==> config.mk <==
export PLATFORM = sky130hd
export DESIGN_NAME = compactsize_string_deframer
export DESIGN_NICKNAME = d
export VERILOG_FILES = /design/src/sv/csd_pkg.sv /design/src/sv/csd_front.sv /design/src/sv/csd_queue.sv /design/src/sv/csd_back.sv /design/src/sv/compactsize_string_deframer.sv
export SDC_FILE = /design/constraint.sdc
export NUM_CORES = 1
export LEC_CHECK = 0
export ABC_AREA = 1
export BUFFER_PORTS_ARGS = -buffer_cell sky130_fd_sc_hd__buf_4
export CAP_MARGIN = 20
export CORE_MARGIN = 1
export CORE_UTILIZATION = 65
export DETAILED_ROUTE_END_ITERATION = 10
export GPL_TIMING_DRIVEN = 0
export PLACE_DENSITY = 0.84
export SLEW_MARGIN = 10
export SYNTH_ARGS = -nofsm -noshare
export SYNTH_HDL_FRONTEND = slang
export SYNTH_SLANG_ARGS = --single-unit
export TNS_END_PERCENT = 50
==> constraint.sdc <==
create_clock -name clock -period 13.9 [get_ports clock]
set_input_delay 4.17 -clock clock [delete_from_list [all_inputs] [get_ports clock]]
set_output_delay 4.17 -clock clock [all_outputs]
set_load 0.005 [all_outputs]
==> src/sv/csd_pkg.sv <==
package csd_pkg;

   localparam int unsigned MaxSizeW = 17;
   localparam int unsigned LenW     = 32;
   localparam int unsigned QDepth   = 4;
   localparam int unsigned QAddrW   = $clog2(QDepth);
   localparam int unsigned QCountW  = $clog2(QDepth + 1);

   // prefix lead bytes
   localparam logic [7:0] PfxLen16 = 8'd253;
   localparam logic [7:0] PfxLen32 = 8'd254;

   // rsp status codes
   localparam logic [1:0] StatChar = 2'd0;
   localparam logic [1:0] StatDone = 2'd1;
   localparam logic [1:0] StatErr  = 2'd2;

   typedef enum logic [1:0] {
      END_NONE,
      END_OK,
      END_ERR
   } end_type;

   // what one request leaves for the back end
   typedef struct packed {
      logic            has_char;
      logic [7:0]      ch;
      end_type         fin;
      logic [LenW-1:0] len;
      logic            trunc;
   } rec_type;

endpackage

==> src/sv/csd_front.sv <==
module csd_front (
   input  logic                              clock,
   input  logic                              reset,
   input  logic                              acc,
   input  logic [7:0]                        in_byte,
   input  logic                              eob,
   input  logic [csd_pkg::MaxSizeW-1:0]      max_size,
   output logic                              push,
   output csd_pkg::rec_type                  rec
);

   typedef enum logic [1:0] {
      PH_PREFIX  = 2'd0,
      PH_LENGTH  = 2'd1,
      PH_PAYLOAD = 2'd2
   } phase_type;

   phase_type                    phase_ff, phase_in;
   logic [3:0]                   left_ff, left_in;
   logic [2:0]                   idx_ff, idx_in;
   logic [csd_pkg::LenW-1:0]     len_ff, len_in;
   logic [csd_pkg::LenW-1:0]     pos_ff, pos_in;

   logic [csd_pkg::MaxSizeW-1:0] keep;
   logic [csd_pkg::LenW-1:0]     keep_w;
   logic [csd_pkg::LenW-1:0]     acc_v;
   logic [csd_pkg::LenW-1:0]     pos_v;
   logic [3:0]                   left_v;

   assign keep   = (max_size == '0) ? '0 : max_size - 1'b1;
   assign keep_w = {{(csd_pkg::LenW - csd_pkg::MaxSizeW){1'b0}}, keep};

   always_comb begin
      phase_in     = phase_ff;
      left_in      = left_ff;
      idx_in       = idx_ff;
      len_in       = len_ff;
      pos_in       = pos_ff;
      rec.has_char = 1'b0;
      rec.ch       = in_byte;
      rec.fin      = csd_pkg::END_NONE;
      rec.len      = '0;
      rec.trunc    = 1'b0;
      acc_v        = '0;
      pos_v        = pos_ff + 1'b1;
      left_v       = (left_ff == 4'd0) ? 4'd0 : left_ff - 4'd1;
      if (acc) begin
         case (phase_ff)
            PH_LENGTH: begin
               acc_v = len_ff;
               if (!idx_ff[2]) begin
                  acc_v = len_ff | ({24'b0, in_byte} << {idx_ff[1:0], 3'b000});
               end
               idx_in  = idx_ff + 3'd1;
               left_in = left_v;
               len_in  = acc_v;
               if (left_v == 4'd0) begin
                  if (acc_v == '0) begin
                     rec.fin = csd_pkg::END_OK;
                  end else begin
                     phase_in = PH_PAYLOAD;
                     pos_in   = '0;
                     if (eob) begin
                        rec.fin = csd_pkg::END_ERR;
                     end
                  end
               end else if (eob) begin
                  rec.fin = csd_pkg::END_ERR;
               end
            end
            PH_PAYLOAD: begin
               rec.has_char = (pos_ff < keep_w);
               pos_in       = pos_v;
               if (pos_v >= len_ff) begin
                  rec.fin   = csd_pkg::END_OK;
                  rec.len   = len_ff;
                  rec.trunc = (len_ff > keep_w);
               end else if (eob) begin
                  rec.fin = csd_pkg::END_ERR;
               end
            end
            default: begin
               left_in = 4'd0;
               idx_in  = 3'd0;
               pos_in  = '0;
               if (in_byte < csd_pkg::PfxLen16) begin
                  len_in = {24'b0, in_byte};
                  if (in_byte == 8'd0) begin
                     rec.fin = csd_pkg::END_OK;
                  end else begin
                     phase_in = PH_PAYLOAD;
                     if (eob) begin
                        rec.fin = csd_pkg::END_ERR;
                     end
                  end
               end else begin
                  len_in   = '0;
                  phase_in = PH_LENGTH;
                  left_in  = (in_byte == csd_pkg::PfxLen16) ? 4'd2 :
                             (in_byte == csd_pkg::PfxLen32) ? 4'd4 : 4'd8;
                  if (eob) begin
                     rec.fin = csd_pkg::END_ERR;
                  end
               end
            end
         endcase
         // any frame end restarts prefix parsing
         if (rec.fin != csd_pkg::END_NONE) begin
            phase_in = PH_PREFIX;
            left_in  = 4'd0;
            idx_in   = 3'd0;
            len_in   = '0;
            pos_in   = '0;
         end
      end
   end

   assign push = acc && (rec.has_char || rec.fin != csd_pkg::END_NONE);

   always_ff @(posedge clock) begin
      if (reset) begin
         phase_ff <= PH_PREFIX;
         left_ff  <= 4'd0;
         idx_ff   <= 3'd0;
         len_ff   <= '0;
         pos_ff   <= '0;
      end else begin
         phase_ff <= phase_in;
         left_ff  <= left_in;
         idx_ff   <= idx_in;
         len_ff   <= len_in;
         pos_ff   <= pos_in;
      end
   end

endmodule

==> src/sv/csd_queue.sv <==
module csd_queue (
   input  logic              clock,
   input  logic              reset,
   input  logic              push,
   input  csd_pkg::rec_type  push_rec,
   input  logic              pop,
   output csd_pkg::rec_type  head,
   output logic              empty,
   output logic              full
);

   csd_pkg::rec_type             mem_ff [csd_pkg::QDepth];
   logic [csd_pkg::QAddrW-1:0]   wr_ff, wr_in;
   logic [csd_pkg::QAddrW-1:0]   rd_ff, rd_in;
   logic [csd_pkg::QCountW-1:0]  cnt_ff, cnt_in;

   assign empty = (cnt_ff == '0);
   assign full  = (cnt_ff == csd_pkg::QCountW'(csd_pkg::QDepth));
   assign head  = mem_ff[rd_ff];

   always_comb begin
      wr_in  = push ? wr_ff + 1'b1 : wr_ff;
      rd_in  = pop  ? rd_ff + 1'b1 : rd_ff;
      cnt_in = cnt_ff;
      if (push && !pop) begin
         cnt_in = cnt_ff + 1'b1;
      end else if (pop && !push) begin
         cnt_in = cnt_ff - 1'b1;
      end
   end

   always_ff @(posedge clock) begin
      if (push) begin
         mem_ff[wr_ff] <= push_rec;
      end
   end

   always_ff @(posedge clock) begin
      if (reset) begin
         wr_ff  <= '0;
         rd_ff  <= '0;
         cnt_ff <= '0;
      end else begin
         wr_ff  <= wr_in;
         rd_ff  <= rd_in;
         cnt_ff <= cnt_in;
      end
   end

endmodule

==> src/sv/csd_back.sv <==
module csd_back (
   input  logic                          clock,
   input  logic                          reset,
   input  csd_pkg::rec_type              head,
   input  logic                          empty,
   output logic                          pop,
   output logic                          rsp_valid,
   input  logic                          rsp_ready,
   output logic [7:0]                    out_char,
   output logic                          last,
   output logic [1:0]                    status,
   output logic [csd_pkg::LenW-1:0]      declared_length,
   output logic                          truncated
);

   logic                     valid_ff, valid_in;
   logic                     char_done_ff, char_done_in;
   logic [7:0]               char_ff, char_in;
   logic                     last_ff, last_in;
   logic [1:0]               status_ff, status_in;
   logic [csd_pkg::LenW-1:0] len_ff, len_in;
   logic                     trunc_ff, trunc_in;
   logic                     load;

   assign load = !valid_ff || rsp_ready;

   always_comb begin
      valid_in     = valid_ff;
      char_done_in = char_done_ff;
      char_in      = char_ff;
      last_in      = last_ff;
      status_in    = status_ff;
      len_in       = len_ff;
      trunc_in     = trunc_ff;
      pop          = 1'b0;
      if (load) begin
         valid_in = !empty;
         if (!empty) begin
            if (head.has_char && !char_done_ff) begin
               char_in   = head.ch;
               last_in   = 1'b0;
               status_in = csd_pkg::StatChar;
               len_in    = '0;
               trunc_in  = 1'b0;
               if (head.fin == csd_pkg::END_NONE) begin
                  pop = 1'b1;
               end else begin
                  char_done_in = 1'b1;
               end
            end else begin
               char_in      = 8'd0;
               last_in      = 1'b1;
               status_in    = (head.fin == csd_pkg::END_OK) ? csd_pkg::StatDone
                                                            : csd_pkg::StatErr;
               len_in       = head.len;
               trunc_in     = head.trunc;
               pop          = 1'b1;
               char_done_in = 1'b0;
            end
         end
      end
   end

   always_ff @(posedge clock) begin
      if (reset) begin
         valid_ff     <= 1'b0;
         char_done_ff <= 1'b0;
      end else begin
         valid_ff     <= valid_in;
         char_done_ff <= char_done_in;
      end
      char_ff   <= char_in;
      last_ff   <= last_in;
      status_ff <= status_in;
      len_ff    <= len_in;
      trunc_ff  <= trunc_in;
   end

   assign rsp_valid       = valid_ff;
   assign out_char        = char_ff;
   assign last            = last_ff;
   assign status          = status_ff;
   assign declared_length = len_ff;
   assign truncated       = trunc_ff;

endmodule

==> src/sv/compactsize_string_deframer.sv <==
// Compact-size length-prefixed string deframer. Each request carries one byte
// of a serialized buffer (tlast marks the last byte available). A frame is a
// compact-size length prefix (below 253 is the length; 253, 254, 255 are
// followed by 2, 4, 8 little-endian bytes, only the low 32 bits kept) and a
// payload. The first min(length, max_size-1) payload bytes come out as
// character responses (status 0); the frame ends with one zero terminator
// (tlast, status 1, declared length, truncated flag) or, when the buffer runs
// out first, an error response (tlast, status 2) telling the consumer to drop
// the characters of that frame. A request is taken every cycle while the
// four-entry queue between parser and output stage has room; each request
// yields zero, one or two responses and the single output register sends one
// response per cycle while rsp_tready is high, so a byte ending a frame with
// a character yields two responses. max_size resets to 256; the user must
// write it on the csr channel only while the block is idle (not enforced).
module compactsize_string_deframer (
   input  logic         clock,
   input  logic         reset,
   input  logic         csr_valid,
   output logic         csr_ready,
   input  logic [16:0]  csr_data,    // max_size
   input  logic         req_tvalid,
   output logic         req_tready,
   input  logic [7:0]   req_tdata,   // [7:0] in_byte
   input  logic         req_tlast,   // end_of_buffer
   output logic         rsp_tvalid,
   input  logic         rsp_tready,
   output logic [47:0]  rsp_tdata,   // [7:0] out_char, [39:8] declared_length,
                                     // [40] truncated, [47:41] zero
   output logic         rsp_tlast,   // last
   output logic [1:0]   rsp_tuser    // status
);

   logic [csd_pkg::MaxSizeW-1:0] max_size_ff, max_size_in;
   logic                         acc;
   logic                         push;
   logic                         pop;
   logic                         q_empty;
   logic                         q_full;
   csd_pkg::rec_type             front_rec;
   csd_pkg::rec_type             head_rec;
   logic [7:0]                   out_char;
   logic [csd_pkg::LenW-1:0]     declared_length;
   logic                         truncated;

   // config register, always ready
   assign csr_ready   = 1'b1;
   assign max_size_in = (csr_valid && csr_ready) ? csr_data : max_size_ff;

   always_ff @(posedge clock) begin
      if (reset) begin
         max_size_ff <= csd_pkg::MaxSizeW'(256);
      end else begin
         max_size_ff <= max_size_in;
      end
   end

   // front takes a byte whenever the queue can hold its record
   assign req_tready = !q_full;
   assign acc        = req_tvalid && req_tready;

   csd_front u_front (
      .clock    (clock),
      .reset    (reset),
      .acc      (acc),
      .in_byte  (req_tdata),
      .eob      (req_tlast),
      .max_size (max_size_ff),
      .push     (push),
      .rec      (front_rec)
   );

   csd_queue u_queue (
      .clock    (clock),
      .reset    (reset),
      .push     (push),
      .push_rec (front_rec),
      .pop      (pop),
      .head     (head_rec),
      .empty    (q_empty),
      .full     (q_full)
   );

   // back expands each record into a char and/or an ending response
   csd_back u_back (
      .clock           (clock),
      .reset           (reset),
      .head            (head_rec),
      .empty           (q_empty),
      .pop             (pop),
      .rsp_valid       (rsp_tvalid),
      .rsp_ready       (rsp_tready),
      .out_char        (out_char),
      .last            (rsp_tlast),
      .status          (rsp_tuser),
      .declared_length (declared_length),
      .truncated       (truncated)
   );

   assign rsp_tdata = {7'b0, truncated, declared_length, out_char};

   // an ending response is exactly one with a non-char status
   a_last_status : assert property (@(posedge clock) disable iff (reset)
      rsp_tvalid |-> (rsp_tlast == (rsp_tuser != csd_pkg::StatChar)))
      else $error("tlast and status disagree");

   // terminator and error carry a zero character
   a_end_zero : assert property (@(posedge clock) disable iff (reset)
      (rsp_tvalid && rsp_tlast) |-> (out_char == 8'd0))
      else $error("nonzero char on frame end");

   // length and truncated only on a completed frame
   a_len_only_done : assert property (@(posedge clock) disable iff (reset)
      (rsp_tvalid && rsp_tuser != csd_pkg::StatDone)
         |-> (declared_length == '0 && !truncated))
      else $error("length or truncated outside frame-complete response");

   // a full queue never lets a request in
   a_no_acc_full : assert property (@(posedge clock) disable iff (reset)
      q_full |-> !acc)
      else $error("request accepted with queue full");

endmodule
Word level (Yosys, flattened, before mapping)
Memories as Yosys holds them, arrays and structs flattened. A register that Yosys moved wholly into a read port is not among the register bits.
Cells that the tools add are included.
{ "totals": {"ramBits": 176, "memories": 1, "wordCells": 123, "register_bits": 143, "inputBits": 31} }
{ "mem_list": {"columns": ["memory", "words", "width", "read_ports", "rd_ports_with_merged_regs", "wr", "line_no", "text"], "rows": [
  ["u_queue.mem_ff", 4, 44, 1, 1, 1, "csd_queue.sv:12", "csd_pkg::rec_type mem_ff [csd_pkg::QDepth];"]
]} }
{ "op_classes": {"mux": 52, "n_addsub": 8, "n_lt_le_gt_ge": 4, "eq_ne": 11, "shift": 1, "bitwise_logic": 2, "reduce_logical": 28} }
{ "ops": {"columns": ["op", "count"], "rows": [
  ["2-to-1 mux 32 bit", 7],
  ["case mux 32 bit (2 select lines)", 2],
  ["2-to-1 mux 33 bit", 2],
  ["2-to-1 mux 35 bit", 1],
  ["adder 32 x 1 -> 32 bit, second input constant", 1],
  [">= comparator 32 bit", 1],
  ["greater-than comparator 32 x 17 -> 1 bit", 1],
  ["logical NOT 32 bit", 1],
  ["less-than comparator 32 x 17 -> 1 bit", 1],
  ["OR 32 bit", 1],
  ["left shift 8 x 5 -> 32 bit", 1],
  ["2-to-1 mux 2 bit", 15],
  ["2-to-1 mux 4 bit", 5],
  ["logical NOT 17 bit", 1],
  ["2-to-1 mux 17 bit", 1],
  ["subtractor 17 x 1 -> 17 bit, second input constant", 1],
  ["equality test 8 bit, second input constant", 2],
  ["2-to-1 mux 1 bit", 11],
  ["2-to-1 mux 3 bit", 3],
  ["logical NOT 4 bit", 2],
  ["logical NOT 8 bit", 1],
  ["less-than comparator 8 bit, second input constant", 1],
  ["2-to-1 mux 8 bit", 1],
  ["case mux 2 bit (2 select lines)", 2],
  ["24 further kinds", 41]
]} }

Longest topological paths before layout
Gate-level depths: netlist (run 1).
{ "depth": {"ltp_word": 18, "mapped_depth": 32, "mapped_depth_nobuf": 32} }

Cells and area by module
From an unflattened synthesis (run 1), not the netlist that was laid out.
{ "hier_totals": {"cells_unflattened": 1965, "area_unflattened_um2": 17120.2} }
{ "modules_own_cells": {"columns": ["mod", "cells_each", "instances", "area_each_um2"], "rows": [
  ["csd_front", 1209, 1, 7226.9],
  ["csd_queue", 483, 1, 7053.0],
  ["csd_back", 152, 1, 2020.7],
  ["compactsize_string_deframer", 121, 1, 819.5]
]} }

Worst setup path after synthesis (run 1)
OpenSTA, ideal clock, no wires.
{ "synth_timing": {"path_kind": "input -> register", "start": "input req_tdata[6]", "end": "memory u_queue.mem_ff[0][0] (netlist bit), enable pin", "path_stages": 17, "required_ps": 13455, "t_arrival_ps": 7390, "path_slack_ps": 6065, "cell_sequence": "inv_1 -> nor2_1 -> nand2_1 -> nand2_1 -> nor2_1 -> nand2_1 -> nor2_1 -> nand2_1 -> nor2_1 -> nand3_1 -> nand3_1 -> nand2_2 -> nand2_2 -> nand2_2 -> nand2_1 -> inv_1 -> nor2_1"} }
{ "synth_via": {"elab_chain_len": 16} }
{ "synth_lines": {"columns": ["item", "line_no", "text"], "rows": [
  ["start: declaration", "compactsize_string_deframer.sv:23", "input logic [7:0] req_tdata,"],
  ["left shift 8 x 5 -> 32 bit", "csd_front.sv:52", "acc_v = len_ff | ({24'b0, in_byte} << {idx_ff[1:0], 3'b000});"],
  ["OR 32 bit", "csd_front.sv:52", null],
  ["2-to-1 mux 32 bit", "csd_front.sv:51", "if (!idx_ff[2]) begin"],
  ["2-to-1 mux 32 bit", "csd_front.sv:48", "case (phase_ff)"],
  ["2-to-1 mux 32 bit", "csd_front.sv:47", "if (acc) begin"],
  ["logical NOT 32 bit", "csd_front.sv:58", "if (acc_v == '0) begin"],
  ["2-to-1 mux 2 bit", "csd_front.sv:58", null],
  ["2-to-1 mux 2 bit", "csd_front.sv:57", "if (left_v == 4'd0) begin"],
  ["case mux 2 bit (2 select lines) (*)", "csd_front.sv:48", null],
  ["2-to-1 mux 2 bit (*)", "csd_front.sv:47", null],
  ["2-to-1 mux 35 bit (*)", "csd_front.sv:47", null],
  ["nonzero test 2 bit (*)", "csd_front.sv:118", "assign push = acc && (rec.has_char || rec.fin != csd_pkg::END_NONE);"],
  ["logical OR 1 bit (*)", "csd_front.sv:118", null],
  ["logical AND 1 bit (*)", "csd_front.sv:118", null],
  ["net push", "compactsize_string_deframer.sv:35", "logic push;"],
  ["2-to-1 mux 1 bit (*)", "csd_queue.sv:33", "if (push) begin"],
  ["2-to-1 mux 1 bit (not written as such) (*)", "csd_queue.sv:34", "mem_ff[wr_ff] <= push_rec;"],
  ["end: declaration", "csd_queue.sv:12", null]
]} }
The timed path passes the listed nets; every way through them passes the cells marked *. The select of a mux whose other input is x is not followed.

Final worst setup path (run 1)
{ "layout_timing": {"start": "input req_tdata[5]", "end": "memory u_queue.mem_ff[3][37] (netlist bit), enable pin"} }
The elaborated chain is that of the path after synthesis.

==> results.ini, run 1 <==
[pwr]
power_leakage_uw=0.00796
powerDensity_nw_per_um2=213
pwr-share-clk=0.217
p_sw_uw=1670
internal_power_uw=2390
p_seq_frac=0.364
irDropWorstVdd_uv=147
p_sw_frac=0.411
power.share.combinational=0.419

[clock_tree]
ctsHoldBuffers=0
cts_root_buffer=clkbuf_16
tritoncts=built
cts-buffers-inserted=35
htreeDepth=2
post_cts_buffers=0
clk_pin_slew_worst_paths_ns=0.06
clk_latency_ns=0.52
post_cts_resize_count=0
cts.sinks=321
cts_buffer_depth=3

[synthesis]
ys_warn_count=0
yosysUniqueCellTypes=43
avgSynthCellArea_sq_um=8.26
netlist_area_sq_um=16800
yosysSeqAreaShare=0.514
synth_top_cell_area_share=0.394
synth.area.mux_share=0
synth_edf_count=220
synth_area_leaders=edfxtp_1, dfxtp_1, nor2_1, nand2_1, ha_1
synth-adder-area-share=0.0578
syn_inst=2031
synth_seq_cells=321
synth_top_family_by_area=simple AND/OR/NAND/NOR gates
synth_compound_area_frac=0.0908
synthXorXnorAreaFrac=0.0172
synth_common_cells=nor2_1, nand2_1, inv_1, edfxtp_1, o21ai_0
yosysTopAreaCell=edfxtp_1
synth.most_common_cell=nor2_1
ys.flop_type=edfxtp_1
synthSimpleGateAreaFrac=0.240
synthArstFlopShare=0

[critical_path]
rr_endpoint=u_queue.mem_ff[3][37]$_DFFE_PP_
crit_required_ns=14.11
cpPeakStageDelay_ns=0.60
critPathCaptureType=flop
cp_slowest_cell=nor2_4
crit_top_cell=nand2_1
crit_chain=buf_4 > inv_1 > nor2_1 > nand2_1 > nand2_1 > nor2_1 > nand2_1 > nor2_1 > nand2_1 > nor2_1 > nand3_1 > nand3_1 > nand2_2 > nand2_2 > nand2_2 > nand2_1 > inv_1 > nor2_4 > buf_12
crit_fanout=26
rr_worst_depth=24
path_buf_inv=4
cp-start-kind=input port
path_class=in -> reg
worstPathArrival_ns=7.40
r2r_setup_slack_ns=8.16
path_delay_family=simple AND/OR/NAND/NOR gates
regToRegStartpoint=u_front.pos_ff[0]$_SDFFE_PP0P_

[route]
vias_per_cell=5.93
drc=0
vias=14900
dr.first_iter.drc_count=1631
wl_per_cell_um=19.6
antenna_left=0
totalWireLength_mm=49.3
first_pass_iters=6

[worst_hold_path]
hp-start=u_queue.rd_ff[1]$_SDFFE_PP0P_
hp-class=reg -> reg
holdPathStages=2
min_to=u_queue.rd_ff[1]$_SDFFE_PP0P_

[sta]
fin_worst_skew_ns=0.0121
period_needed_ns=7.18
fin_setup_tns_ns=0
hold_viol=0
max_clock_freq_mhz=139
rsz0062_at_grt=false
setup_viol=0
slew_headroom=0.473
slew_violations=0
tightest_slew_ns=0.790
whs_ns=0.482
min_period_over_period=0.517

[global_routing]
grt_pass1_vias=14400
overflow=0
grt_pass1_wl_mm=75.6
grt_start_max_net_pins=29
grtUsageTotal=0.376
antenna_found_initial=0

[cells_and_area]
finalNetCount=2262
diodes=0
layout-drive-gt1-share=0.0812
area_growth_pct=13.2

[placement]
portBuffers=75
gp_congestion=0.984
dp_hpwl_mm=35.2

[floorplanning]
die_width_um=163
num_rows=58
die_area_sq_um=26500
dieHeight_um=163
core_sq_um=25300
io_pins=85
start_util=0.665

[job]
drv_cap=0

[run_status]
status=finished, final reports clean

## per-stage QoR
| step | power [uW] | std cells | utilization | worst slack (ns) | area [sq um] |
|---|---|---|---|---|---|
| final | 4060 | 2510 | 0.752 | 6.72 | 19000 |
| after global routing | 4290 | 2510 | 0.752 | 6.43 | 19000 |
| after CTS | 4020 | 2510 | 0.752 | 6.84 | 19000 |
| after detailed placement | 3120 | 2447 | 0.710 | 6.32 | 17900 |
| after global placement | 3030 | 2442 | 0.704 | 4.02 | 17800 |
| after floorplan | 2530 | 2037 | - | 6.06 | 16800 |
## power groups by stage
stage / logic, uW / registers (uW) / clock network [uW]
5_1_grt: 1870 / 1500 / 917
6_report: 1700 / 1480 / 879
3_5_place_dp: 1640 / 1490 / 0
3_3_place_gp: 1530 / 1490 / 0
2_1_floorplan: 1060 / 1470 / 0
4_1_cts: 1660 / 1470 / 881
## flip-flops by register name (all words and copies together), names as in the netlist, named ones only
register,cells
u_front.pos_ff,32
u_front.phase_ff,2
u_queue.rd_ff,2
u_queue.cnt_ff,3
u_back.rsp_valid,1
u_front.left_ff,4
u_back.last,1
u_back.truncated,1
u_front.len_ff,32
u_back.out_char,8
max_size_ff,17
u_back.status,2
u_queue.wr_ff,2
u_front.idx_ff,3
u_queue.mem_ff,176
u_back.char_done_ff,1
u_back.declared_length,32
## how the worst max path moves through the flow
stage,start,endpoint,depth (start not counted)
floorplan,req_tdata[6],u_queue.mem_ff[0][0]$_DFFE_PP_,17
global placement,req_tdata[3],u_queue.mem_ff[3][35]$_DFFE_PP_,18
finish,req_tdata[5],u_queue.mem_ff[3][37]$_DFFE_PP_,19
CTS,req_tdata[5],u_queue.mem_ff[3][39]$_DFFE_PP_,19
global route,req_tdata[5],u_queue.mem_ff[3][40]$_DFFE_PP_,19
detailed placement,req_tdata[5],u_queue.mem_ff[3][35]$_DFFE_PP_,19
## kinds of logic after synthesis
| logic type | count (synthesis) |
|---|---|
| AOI/OAI and AO/OA | 285 |
| xor gates and xnor gates | 33 |
| adders and majority gates | 77 |
| buffers and inverters | 331 |
| DFF | 321 |
| other | 2 |
| and+or+nand+nor | 982 |
## cell type report
class	instances	area, sq um
Clock buffer	47	941
Timing Repair Buffer	80	663
Inverter	231	867
Tap cell	330	413
Buffer	100	475
Sequential cell	321	8630
Clock inverter	16	134
Fill cell	1812	6250
Multi-Input combinational cell	1385	6880
## placed cells by master (no fill, tap or decap), types with 7 or more instances in the layout
cell / count
nor2_1: 412
nand2_1: 364
inv_1: 227
edfxtp_1: 220
o21ai_0: 153
nand3_1: 143
dfxtp_1: 101
buf_4: 87
a21oi_1: 76
ha_1: 76
clkbuf_1: 73
o22ai_1: 36
clkbuf_16: 35
xor2_1: 30
nand4_1: 14
buf_2: 14
nor3_1: 13
nor4_1: 10
nand3b_1: 8
conb_1: 8
clkinv_1: 7
## per-layer routing
metal,share of wire,vias up,wire (um),global-route usage
met1,0.36,6788,17700,0.445
met4,0.068,0,3360,0.237
li1,-,6944,-,-
met2,0.48,941,23700,0.641
met5,0,-,0,0
met3,0.091,222,4490,0.0588
## worst register-to-register path: stages, from the launching register on
cell,delay (ns)
dfxtp_1,0.46
nand3_1,0.18
nor3_1,0.44
nand2_1,0.20
nor2_1,0.26
nand3b_1,0.14
nor2_1,0.25
nand3_1,0.14
nand2_1,0.10
inv_1,0.06
ha_1,0.29
a21oi_1,0.13
nor2_1,0.06
nor3_1,0.17
nand2_1,0.09
a21oi_1,0.28
nand3_1,0.13
nand3_1,0.13
nand2_2,0.12
nand2_2,0.28
nand2_2,0.16
nand2_1,0.22
inv_1,0.22
nor2_4,0.60
buf_12,0.29
(Power assumes the default switching activity.)
==> run 2, diff against run 1 <==
--- a/config.mk
+++ b/config.mk
@@ -9,10 +9,10 @@
 export BUFFER_PORTS_ARGS = -buffer_cell sky130_fd_sc_hd__buf_4
 export CAP_MARGIN = 20
 export CORE_MARGIN = 1
-export CORE_UTILIZATION = 65
+export CORE_UTILIZATION = 62
 export DETAILED_ROUTE_END_ITERATION = 10
 export GPL_TIMING_DRIVEN = 0
-export PLACE_DENSITY = 0.84
+export PLACE_DENSITY = 0.81
 export SLEW_MARGIN = 10
 export SYNTH_ARGS = -nofsm -noshare
 export SYNTH_HDL_FRONTEND = slang
==> constraint.sdc (replaced) <==
create_clock -name clock -period 7.4 [get_ports clock]
set_input_delay 2.22 -clock clock [delete_from_list [all_inputs] [get_ports clock]]
set_output_delay 2.22 -clock clock [all_outputs]
set_load 0.005 [all_outputs]
==> run 2 against run 1 <==
The flow now finishes with violations (DRC). Core utilization shrank 2.6 points. Non-clock buffer count is the same. Sequential share of layout area shrank 0.24 points. Clock skew grew 0.0047 ns. Global-route usage shrank 3.6 points. Final cell count grew 0.24%. Register-to-register slack lost 6.4 ns. Worst hold slack gained 0.0066 ns. Clock power grew 100%. Via count shrank 3.0%. Combinational power grew 84%. Die area grew 4.8%.
==> results.ini, run 2 (synthesis results as in run 1) <==
[pwr]
irDropWorstVdd_uv=227
powerDensity_nw_per_um2=401
power_leakage_uw=0.00801
power.total_uw=7660

[cells_and_area]
seq_area_sq_um=8630
finalNetCount=2263
area_growth_pct=13.8
final_cell_mix=nor2_1, nand2_1, inv_1
largest_reg_flops=176
final-instance-count-excl-fill=2516
final_area_sq_um=19100
fill_cells=1976
multiInputGateArea_sq_um=6880
layout-drive-gt1-share=0.0834
final_common_cell=nor2_1
top_register=u_queue.mem_ff
diodes=0

[floorplanning]
core_sq_um=26300
io_pins=85
dieHeight_um=167
num_rows=59
start_util=0.639
die_width_um=167
die_area_sq_um=27700

[sta]
slew_violations=0
setup_viol=0
fin_worst_skew_ns=0.0167
hold_viol=0
slew_headroom=0.471
tightest_slew_ns=0.793
rsz0062_at_grt=false
min_period_over_period=0.762
fin_ws_ns=1.76
max_clock_freq_mhz=177
period_needed_ns=5.64

[clock_tree]
cts_root_buffer=clkbuf_16
clk_pin_slew_worst_paths_ns=0.06
htreeDepth=2
ctsHoldBuffers=0
post_cts_resize_count=0
cts-buffers-inserted=36
cts.sinks=321
post_cts_buffers=0
tritoncts=built
cts_buffer_depth=3
clk_latency_ns=0.53

[critical_path]
crit_fanout=24
cp-start-kind=flop
critPathCaptureType=flop
path_class=reg -> reg
crit_required_ns=7.62
worstPathArrival_ns=5.86

[route]
dr.first_iter.drc_count=1387
vias_per_cell=5.74
antenna_left=0
drc=7
wl_per_cell_um=18.6
vias=14400
totalWireLength_mm=46.9
first_pass_iters=9

[placement]
dp_hpwl_mm=33.9
portBuffers=75
placed_cell_area_sq_um=17900
preCtsSetupSlack_ns=1.72
dp.cells=2452
gp_congestion=0.967

[global_routing]
antenna_found_initial=0
grt_pass1_wl_mm=73.2
grt_start_max_net_pins=29
grt_pass1_vias=13700
grtUsageTotal=0.340
overflow=0

[run_status]
status=finished, violations left
violations=DRC

[job]
drv_cap=0

[worst_hold_path]
hp-class=reg -> reg

==> run 2: metrics by stage <==
step                 util  hold WS, ns  TNS, ns
floorplan               -        0.436        0
global placement    0.677        0.467   -94.20
detailed placement  0.682        0.475        0
CTS                 0.727        0.485        0
global route        0.727        0.501        0
finish              0.727        0.488        0
==> run 2: worst max-delay path, stage by stage, from the launching register on <==
cell     delay [ns]
dfxtp_1        0.45
ha_1           0.22
nand3_1        0.18
nor2_1         0.25
nand2_1        0.14
nor2_1         0.20
nand3_1        0.19
nor2_1         0.17
inv_1          0.07
o21ai_0        0.31
inv_1          0.10
ha_1           0.28
nand2_1        0.04
nor2_1         0.13
nand2_1        0.09
nor4_1         0.19
nand2_1        0.15
nand2_1        0.10
nand2_1        0.05
nand3_1        0.11
nand2_2        0.11
nand2_2        0.25
nand2_2        0.16
nand2_1        0.23
inv_1          0.21
nor2_4         0.62
buf_12         0.28
==> run 2: final timing paths <==
kind | slack [ns] | end | cells past startpoint | start
worst max-delay path | 1.76 | u_queue.mem_ff[2][35]$_DFFE_PP_ | 26 | u_front.pos_ff[0]$_SDFFE_PP0P_
worst min-delay path | 0.49 | u_front.pos_ff[29]$_SDFFE_PP0P_ | 2 | u_front.pos_ff[29]$_SDFFE_PP0P_
worst max register to register | 1.76 | u_queue.mem_ff[2][35]$_DFFE_PP_ | 26 | u_front.pos_ff[0]$_SDFFE_PP0P_
worst min register to register | 0.49 | u_front.pos_ff[29]$_SDFFE_PP0P_ | 2 | u_front.pos_ff[29]$_SDFFE_PP0P_
==> run 2: report_power, final <==
group | internal [uW] | switching, uW | leakage [uW]
Combinational | 1020 | 2110 | 0.00474
Sequential | 2520 | 238 | 0.00270
Clock | 1050 | 719 | 0.000572
Total | 4590 | 3070 | 0.00801
==> run 2: layout make-up <==
cell class / instances / share of cell area
Tap cell: 335 / 0.0219
Clock buffer: 46 / 0.0512
Clock inverter: 18 / 0.00989
Buffer: 100 / 0.0249
Sequential cell: 321 / 0.452
Inverter: 231 / 0.0454
Timing Repair Buffer: 80 / 0.0347
Multi-Input combinational cell: 1385 / 0.360
==> run 2: layer usage <==
metal / wire (um) / part of all wire / global-route usage
met5: 0 / 0 / 0
met3: 3770 / 0.080 / 0.0478
met2: 22300 / 0.48 / 0.576
met4: 2500 / 0.053 / 0.182
met1: 18300 / 0.39 / 0.424
